**src/rtl/core/ffaa_pkg.sv**
```systemverilog
// ----------------------------------------------------------------------------
// ffaa_pkg
// Shared types and codes for the first-fit aligned allocator core.
// ----------------------------------------------------------------------------
package ffaa_pkg;

   // result status codes
   localparam logic [1:0] STATUS_OK      = 2'd0;
   localparam logic [1:0] STATUS_NO_FIT  = 2'd1;
   localparam logic [1:0] STATUS_FULL    = 2'd2;
   localparam logic [1:0] STATUS_BAD_OFF = 2'd3;

   // item modes
   localparam logic MODE_ALLOC = 1'b0;
   localparam logic MODE_FREE  = 1'b1;

   localparam logic [16:0] ALIGN_MAX    = 17'd65536;
   localparam logic [31:0] REGION_RESET = 32'd268435456;

   // one table entry
   typedef struct packed {
      logic [31:0] start;
      logic [31:0] length;
      logic [15:0] pad;
      logic        used;
   } entry_type;

   // controller to datapath
   typedef struct packed {
      logic init_table;
      logic load_item;
      logic rd_issue;
      logic mod_start;
      logic proc_entry;
      logic emit_rem;
      logic flush;
      logic send;
   } ctrl_cmd_type;

   // datapath to controller
   typedef struct packed {
      logic need_mod;
      logic mod_done;
      logic split_now;
      logic last;
      logic rsp_busy;
   } dp_sts_type;

endpackage

```
**src/rtl/core/ffaa_ctrl.sv**
```systemverilog
// ----------------------------------------------------------------------------
// ffaa_ctrl
// Sequencer: table init, per-entry read / evaluate / remainder insert,
// final write-back and result hand-off.
// ----------------------------------------------------------------------------
module ffaa_ctrl import ffaa_pkg::*; (
   input  logic         clock,
   input  logic         reset,
   input  logic         req_valid,
   output logic         req_stall,
   input  logic         csr_we,
   input  dp_sts_type   sts,
   output ctrl_cmd_type cmd
);

   typedef enum logic [2:0] {
      ST_INIT, ST_IDLE, ST_READ, ST_PROC, ST_MOD, ST_EXTRA, ST_FLUSH, ST_DONE
   } state_type;

   state_type state_ff, state_in;

   // next state and commands
   always_comb begin
      state_in = state_ff;
      cmd      = '0;
      unique case (state_ff)
         ST_INIT: begin
            cmd.init_table = 1'b1;
            state_in       = ST_IDLE;
         end
         ST_IDLE: begin
            if (csr_we) begin
               state_in = ST_INIT;
            end else if (req_valid) begin
               cmd.load_item = 1'b1;
               state_in      = ST_READ;
            end
         end
         ST_READ: begin
            cmd.rd_issue = 1'b1;
            state_in     = ST_PROC;
         end
         ST_PROC: begin
            if (sts.need_mod) begin
               cmd.mod_start = 1'b1;
               state_in      = ST_MOD;
            end else begin
               cmd.proc_entry = 1'b1;
               if (sts.split_now) begin
                  state_in = ST_EXTRA;
               end else if (sts.last) begin
                  state_in = ST_FLUSH;
               end else begin
                  state_in = ST_READ;
               end
            end
         end
         ST_MOD: begin
            if (sts.mod_done) begin
               state_in = ST_PROC;
            end
         end
         ST_EXTRA: begin
            cmd.emit_rem = 1'b1;
            state_in     = sts.last ? ST_FLUSH : ST_READ;
         end
         ST_FLUSH: begin
            cmd.flush = 1'b1;
            state_in  = ST_DONE;
         end
         ST_DONE: begin
            if (!sts.rsp_busy) begin
               cmd.send = 1'b1;
               state_in = ST_IDLE;
            end
         end
         default: state_in = ST_INIT;
      endcase
   end

   always_ff @(posedge clock) begin
      if (reset) begin
         state_ff <= ST_INIT;
      end else begin
         state_ff <= state_in;
      end
   end

   assign req_stall = (state_ff != ST_IDLE) || csr_we;

endmodule

```
**config.mk**
```make
export PLATFORM = sky130hd
export DESIGN_NAME = ffaa_ctrl
export DESIGN_NICKNAME = d
export VERILOG_FILES = /design/src/rtl/core/ffaa_pkg.sv /design/src/rtl/core/ffaa_ctrl.sv
export SDC_FILE = /design/constraint.sdc
export NUM_CORES = 1
export LEC_CHECK = 0
export ABC_AREA = 1
export BUFFER_PORTS_ARGS = -buffer_cell sky130_fd_sc_hd__buf_2
export CORE_AREA = 3 3 40 42
export DETAILED_ROUTE_END_ITERATION = 10
export DIE_AREA = 0 0 43 45
export PLACE_DENSITY_LB_ADDON = 0.2
export SLEW_MARGIN = 10
export SYNTH_ARGS = -nofsm -noshare
export SYNTH_HDL_FRONTEND = slang
export SYNTH_SLANG_ARGS = --single-unit
```
**constraint.sdc**
```tcl
create_clock -name clock -period 2.4 [get_ports clock]
set_input_delay 0.12 -clock clock [delete_from_list [all_inputs] [get_ports clock]]
set_output_delay 0.12 -clock clock [all_outputs]
set_load 0.03 [all_outputs]
```
==> run summary, run 1 <==
Outcome
* finished, final reports clean — outcome

Logic synthesis
* sky130_fd_sc_hd__nor2_1 — most instantiated library cell after synthesis
* 63 — synthesized instance count
* 3 — register bit total from synthesis
* 16.90% — share of the synthesized area in the top cell type
* 72 — Post-Syn Nets
* 14 x sky130_fd_sc_hd__nor2_1, 13 x sky130_fd_sc_hd__nand2_1, 9 x sky130_fd_sc_hd__inv_1, 6 x sky130_fd_sc_hd__nand3_1, 3 x sky130_fd_sc_hd__dfxtp_1 — top cells by count, synth
* 0 — number of warning messages in the yosys log
* sky130_fd_sc_hd__dfxtp_1 — prevailing post-synth register cell
* 0% — proportion of register bits with asynchronous set or reset after synthesis
* sky130_fd_sc_hd__dfxtp_1 17%, sky130_fd_sc_hd__nor2_1 15%, sky130_fd_sc_hd__nand2_1 14% — cell types occupying the most area after synthesis
* 355.3 um2 — Cell Area, Synth
* 5.640 um2 — mean instance size in the synthesized netlist
* 18 — number of library cell types mapped by synthesis
* 16.90% — sequential-to-total area share from yosys stat
* sky130_fd_sc_hd__dfxtp_1 — post-synthesis cell type with the largest combined area
* 0 — number of enable-type register cells in the synthesized netlist

Routing
* 810 um — final wirelength
* 0 — count of unresolved DRC violations after routing
* 4 — number of optimization iterations in the first detailed-route pass
* 8.351 um — average routed wire per standard cell
* 4.175 — vias per inst
* 405 — DR vias
* 2 — DR iter-0 viols
* 0 — count of antenna-violating nets left after detailed routing

Power and ir drop
* 0.2734 mV — worst ir drop on vdd
* 0.2733 nW — leakage power
* 699.1 nW/um2 — power density of the placed cells

GRT
* 1380 um — first-pass GRT wire length
* 0 — antenna violations before repair
* 367 — vias in the first global route
* 0 — global route overflow
* 9.310% — Total GRT Usage
* 12 — largest net degree at the start of global routing

Placement
* 1086 ps — post-placement setup slack
* 692.6 um — half-perimeter wire length after placement
* 0.7215 — final weighted congestion in routability-driven placement
* 436.7 um2 — standard cell area after detailed placement
* 93 — Inst Count DP
* 17 — buffers added on ports

Clocking
* 3 — number of sinks on the clock net
* 230 ps — clock latency at the later pin of the worst-skew pair
* 0 — post-CTS repair timing setup buffer count
* 40 ps — clock slew at reported path FFs
* 2 — Clock Tree Buf Depth
* 0 — quantity of hold-fixing buffers added after cts
* 0 — # resized after CTS
* yes — TritonCTS clock tree
* sky130_fd_sc_hd__clkbuf_4 — root buffer selected by CTS
* 1 — total number of H-tree levels
* 3 — number of buffers added by the clock tree synthesis step

Final layout
* 36.03% — final design utilization
* 97 — final non-filler cell total
* 60.06 um2 — register area
* 155 — Filler Cells Inserted
* 462.9 um2 — post-route standard cell area excluding fillers
* 3 — number of flip-flops in the largest register
* 0 — total inserted antenna cells
* 225.2 um2 — area occupied by multi-input gates
* state_ff — register ranked first by flip-flop count
* 30.28% — Area growth, synth to finish
* state_ff (3) — largest registers
* 92 — Post-layout nets
* 36.59% — fraction of final layout cells sized beyond drive strength 1

Critical path
* 1440 ps — Arr. time, crit path
* primary output — crit end category
* reg2out — WS Path Type
* 6 — worst r2r path cells
* 11 — highest net fanout along the worst path
* 2280 ps — CP Data Required Time
* flop — Startpoint Class

STA
* 1564 ps — final worst path period need
* 0 — final setup violation count
* 0 — final slew viol count
* 0 — final hold violations
* 0 ps — setup total negative slack
* 835.5 ps — Worst Setup Slack, final
* no — RSZ-0062 raised after global routing
* 0.9742 ps — post-route clock skew
* 65.19% — final cycle utilization of the critical path
* 67.84% — remaining max-slew budget at the tightest pin
* 0.6392 GHz — maximum clock frequency
* 481.8 ps — Worst-Margin Slew

Floorplan
* 18 — total I/O pin count
* 1285 um2 — Core Footprint
* 13 — total number of placement rows
* 45 um — chip height
* 27.65% — effective utilization at floorplan
* 43 um — Die X
* 1935 um2 — Die Area

Hold path
* 2 — Min-Delay Path Depth
* in2reg — class of the worst hold path

Flow run
* 0 — # Max-Cap Violations

[report_power, final]
part / switching [mW] / internal [mW]
combinational: 0.0951 / 0.0510
clock: 0.0245 / 0.0622
sequential: 0.0310 / 0.0599
[final timing paths]
| check | end | slack (ps) | startpoint |
|---|---|---|---|
| worst max-delay path | cmd[4] | 840 | state_ff[0] |
| worst min-delay path | state_ff[1] | 70 | reset |
| worst max register to register | state_ff[1] | 1110 | state_ff[0] |
| worst min register to register | state_ff[1] | 680 | state_ff[2] |
[area by class of cell]
class / instances / area share (%)
clock buffer: 4 / 5.676
sequential: 3 / 12.97
multi-input combinational: 46 / 48.65
tap: 15 / 4.054
inverter: 12 / 10.27
timing repair buffer: 17 / 18.38
[per-layer routing]
metal | track usage (%) | wire length (um) | up-vias
li1 | - | - | 230
met2 | 14.07 | 356 | 11
met5 | 0 | 0 | -
met4 | 1.807 | 0 | 0
met1 | 12.23 | 400 | 164
met3 | 4.382 | 53 | 0
[worst max-delay path: stages, from the launching register on]
cell	delay, ps
sky130_fd_sc_hd__dfxtp_1	610
sky130_fd_sc_hd__nand2_2	110
sky130_fd_sc_hd__nor2_2	170
sky130_fd_sc_hd__inv_2	50
sky130_fd_sc_hd__nor2_1	70
sky130_fd_sc_hd__buf_2	190
[through the flow]
| stage | hold slack, ps | power [mW] |
|---|---|---|
| final | 74.30 | 0.3236 |
| after global routing | 84.25 | 0.3543 |
| after CTS | 67.78 | 0.3307 |
| after detailed placement | 312.9 | 0.2398 |
| after global placement | 313.0 | 0.2394 |
| after floorplan | 189.1 | 0.2175 |
[placed cells by master (no fill, tap or decap), types with 2 or more instances in the layout]
cell type	count
sky130_fd_sc_hd__inv_2	2
sky130_fd_sc_hd__nand2_1	13
sky130_fd_sc_hd__nor2_2	2
sky130_fd_sc_hd__nand2_2	2
sky130_fd_sc_hd__inv_1	9
sky130_fd_sc_hd__nor2_1	14
sky130_fd_sc_hd__buf_2	17
sky130_fd_sc_hd__dfxtp_1	3
sky130_fd_sc_hd__clkbuf_4	3
sky130_fd_sc_hd__nand3_1	6
sky130_fd_sc_hd__a21oi_1	2
[kinds of logic after synthesis]
| group | after synthesis | synth area share [%] |
|---|---|---|
| buffers and inverters | 14 | 19.72 |
| AOI/OAI and AO/OA | 5 | 8.451 |
| DFF | 3 | 16.90 |
| and+or+nand+nor | 41 | 54.93 |
(Power assumes the default switching activity.)
==> inputs of run 2 (changes only) <==
--- a/config.mk
+++ b/config.mk
@@ -5,7 +5,7 @@
 export SDC_FILE = /design/constraint.sdc
 export NUM_CORES = 1
 export LEC_CHECK = 0
-export ABC_AREA = 1
+export ABC_AREA = 0
 export BUFFER_PORTS_ARGS = -buffer_cell sky130_fd_sc_hd__buf_2
 export CORE_AREA = 3 3 40 42
 export DETAILED_ROUTE_END_ITERATION = 10
==> constraint.sdc (replaced) <==
create_clock -name clock -period 1.4 [get_ports clock]
set_input_delay 0.07 -clock clock [delete_from_list [all_inputs] [get_ports clock]]
set_output_delay 0.07 -clock clock [all_outputs]
set_load 0.03 [all_outputs]
==> run summary, run 2 <==
Final layout
* state_ff — register ranked first by flip-flop count, unchanged
* 51.09% — Area growth, synth to finish, was 30.28%
* 0 — total inserted antenna cells, unchanged
* 16 x sky130_fd_sc_hd__buf_2, 4 x sky130_fd_sc_hd__nor3_1, 4 x sky130_fd_sc_hd__clkbuf_4 — highest-count cells in the layout ignoring fill and taps, was 17 x sky130_fd_sc_hd__buf_2, 14 x sky130_fd_sc_hd__nor2_1, 13 x sky130_fd_sc_hd__nand2_1
* 147 — Filler Cells Inserted, was 155
* 3 — number of flip-flops in the largest register, unchanged
* sky130_fd_sc_hd__buf_2 — most common cell after layout, fill and taps aside, unchanged
* 210.2 um2 — area occupied by multi-input gates, was 225.2 um2
* 63.81 um2 — register area, was 60.06 um2
* 50.85% — fraction of final layout cells sized beyond drive strength 1, was 36.59%
* state_ff (3) — largest registers, unchanged
* 69 — Post-layout nets, was 92

Floorplan
* 43 um — Die X, unchanged
* 1935 um2 — Die Area, unchanged
* 22.30% — effective utilization at floorplan, was 27.65%
* 1285 um2 — Core Footprint, unchanged
* 45 um — chip height, unchanged
* 18 — total I/O pin count, unchanged
* 13 — total number of placement rows, unchanged

Critical path
* 10 — highest net fanout along the worst path, was 11
* sky130_fd_sc_hd__dfxtp_2 — Worst path slowest cell, was sky130_fd_sc_hd__dfxtp_1
* flop — Startpoint Class, unchanged
* reg2out — WS Path Type, unchanged
* primary output — crit end category, unchanged
* buf_4, nor2_2, and3_1, clkbuf_4 — ordered list of cells on the worst path, was nand2_2, nor2_2, inv_2, nor2_1, buf_2
* 1220 ps — Arr. time, crit path, was 1440 ps
* 360 ps — critical path's largest stage delay, was 610 ps
* 1330 ps — CP Data Required Time, was 2280 ps

GRT
* 1248 um — first-pass GRT wire length, was 1380 um
* 8.403% — Total GRT Usage, was 9.310%
* 318 — vias in the first global route, was 367
* 0 — global route overflow, unchanged
* 13 — largest net degree at the start of global routing, was 12
* 0 — antenna violations before repair, unchanged

STA
* 0 ps — setup total negative slack, unchanged
* 5.672 ps — worst hold slack, was 74.30 ps
* 0.7743 GHz — maximum clock frequency
* 0 — final hold violations, unchanged
* 321.8 ps — Worst-Margin Slew, was 481.8 ps
* 78.27% — remaining max-slew budget at the tightest pin, was 67.84%
* 0 — final slew viol count, unchanged
* 1291 ps — final worst path period need
* no — RSZ-0062 raised after global routing, unchanged
* 0.9579 ps — post-route clock skew, was 0.9742 ps
* 92.25% — final cycle utilization of the critical path
* 0 — final setup violation count, unchanged

Logic synthesis
* 38 — synthesized instance count, was 63
* 0 — number of warning messages in the yosys log, unchanged
* 7.540 um2 — mean instance size in the synthesized netlist, was 5.640 um2
* 20.96% — share of the synthesized area in the top cell type, was 16.90%
* sky130_fd_sc_hd__dfxtp_1 21%, sky130_fd_sc_hd__nor3_1 7.0%, sky130_fd_sc_hd__a31oi_1 6.6% — cell types occupying the most area after synthesis, was sky130_fd_sc_hd__dfxtp_1 17%, sky130_fd_sc_hd__nor2_1 15%, sky130_fd_sc_hd__nand2_1 14%
* 20.96% — sequential-to-total area share from yosys stat, was 16.90%
* 0% — proportion of register bits with asynchronous set or reset after synthesis, unchanged
* 3 — register bit total from synthesis, unchanged
* 0 — number of enable-type register cells in the synthesized netlist, unchanged
* 24 — number of library cell types mapped by synthesis, was 18
* sky130_fd_sc_hd__dfxtp_1 — prevailing post-synth register cell, unchanged
* 4 x sky130_fd_sc_hd__nor3_1, 3 x sky130_fd_sc_hd__a31oi_1, 3 x sky130_fd_sc_hd__dfxtp_1, 3 x sky130_fd_sc_hd__nand2_1 — top cells by count, synth, was 14 x sky130_fd_sc_hd__nor2_1, 13 x sky130_fd_sc_hd__nand2_1, 9 x sky130_fd_sc_hd__inv_1, 6 x sky130_fd_sc_hd__nand3_1, 3 x sky130_fd_sc_hd__dfxtp_1
* sky130_fd_sc_hd__dfxtp_1 — post-synthesis cell type with the largest combined area, unchanged
* 47 — Post-Syn Nets, was 72
* sky130_fd_sc_hd__nor3_1 — most instantiated library cell after synthesis, was sky130_fd_sc_hd__nor2_1
* 286.5 um2 — Cell Area, Synth, was 355.3 um2

Routing
* 363 — DR vias, was 405
* 10.96 um — average routed wire per standard cell, was 8.351 um
* 4.905 — vias per inst, was 4.175
* 811 um — final wirelength, was 810 um
* 0 — count of antenna-violating nets left after detailed routing, unchanged
* 0 — count of unresolved DRC violations after routing, unchanged
* 4 — DR iter-0 viols, was 2
* 2 — number of optimization iterations in the first detailed-route pass, was 4

Placement
* 17 — buffers added on ports, unchanged
* 643.9 um — half-perimeter wire length after placement, was 692.6 um
* 0.6519 — final weighted congestion in routability-driven placement, was 0.7215

Hold path
* in2reg — class of the worst hold path, unchanged

Clocking
* yes — TritonCTS clock tree, unchanged
* sky130_fd_sc_hd__clkbuf_4 — root buffer selected by CTS, unchanged
* 230 ps — clock latency at the later pin of the worst-skew pair, about the same
* 3 — number of buffers added by the clock tree synthesis step, unchanged
* 1 — total number of H-tree levels, unchanged
* 40 ps — clock slew at reported path FFs, about the same
* 2 — Clock Tree Buf Depth, unchanged
* 3 — number of sinks on the clock net, unchanged

Outcome
* finished, final reports clean — outcome, unchanged

Power and ir drop
* 0.3190 mV — worst ir drop on vdd, was 0.2734 mV
* 746.3 nW/um2 — power density of the placed cells, was 699.1 nW/um2
* 0.2137 nW — leakage power, was 0.2733 nW

Flow run
* 0 — # Max-Cap Violations, unchanged

[run 2: cell types whose count changed after synthesis, sizes merged, moves of 3 or more]
cell   change
nand2     -11
a21oi      -3
nor2      -15
inv       -11
nand3      -6
[run 2: critical path, delay by kind of cell, from the launching register on]
| kind | cells | cell delay (ps) |
|---|---|---|
| buffers and inverters | 2 | 350 |
| flip-flops | 1 | 360 |
| AND/OR/NAND/NOR | 2 | 290 |
[run 2: layout make-up]
cell class | instances | share of cell area, %
Clock buffer | 4 | 6.069
Inverter | 1 | 0.8671
Multi-Input combinational cell | 31 | 48.56
Sequential cell | 3 | 14.74
Tap cell | 15 | 4.335
Timing Repair Buffer | 20 | 25.43
[run 2: routing by layer]
metal / share of wire [%] / up-vias / global-route usage [%]
met3: 6.7 / 0 / 1.594
met2: 51 / 9 / 14.67
li1: - / 191 / -
met1: 42 / 163 / 9.375
met4: 0 / 0 / 5.422
met5: 0 / - / 0
[run 2: cell families after synthesis]
group	after synthesis	share of synthesized area (%)
flip-flops	3	20.96
AO/OA/AOI/OAI	9	24.46
AND/OR/NAND/NOR	22	47.17
buffers and inverters	4	7.423
[run 2: power by group]
group	switching [mW]	total (mW)	internal (mW)
clock	0.0417	0.148	0.107
combinational	0.0407	0.0723	0.0316
sequential	0.0112	0.102	0.0912
[run 2: worst paths after layout]
check	end	slack, ps	cells after the start	startpoint
worst max-delay path	cmd[6]	110	4	state_ff[1]
worst min register to register	state_ff[0]	640	2	state_ff[1]
worst max register to register	state_ff[0]	210	3	state_ff[1]
worst min-delay path	state_ff[2]	6	2	reset
[run 2: per-stage QoR]
stage / cell area [um2] / util, % / instances / power (mW) / worst slack, ps
final: 432.9 / 33.69 / 74 / 0.3231 / 108.5
after global routing: 432.9 / 33.69 / 74 / 0.3432 / 30.19
after CTS: 424.2 / 33.01 / 74 / 0.3318 / 24.33
after detailed placement: 395.4 / 30.77 / 70 / 0.1736 / 152.5
after global placement: 395.4 / 30.77 / 70 / 0.1736 / 138.4
after floorplan: 286.5 / - / 38 / 0.1470 / 16.00
[run 2: repair_timing]
action	CTS	global route
resized for setup	2	4
setup endpoints to repair	3	2
cloned	0	0
hold buffers	0	0
pin swaps	0	0
buffers inserted	0	0
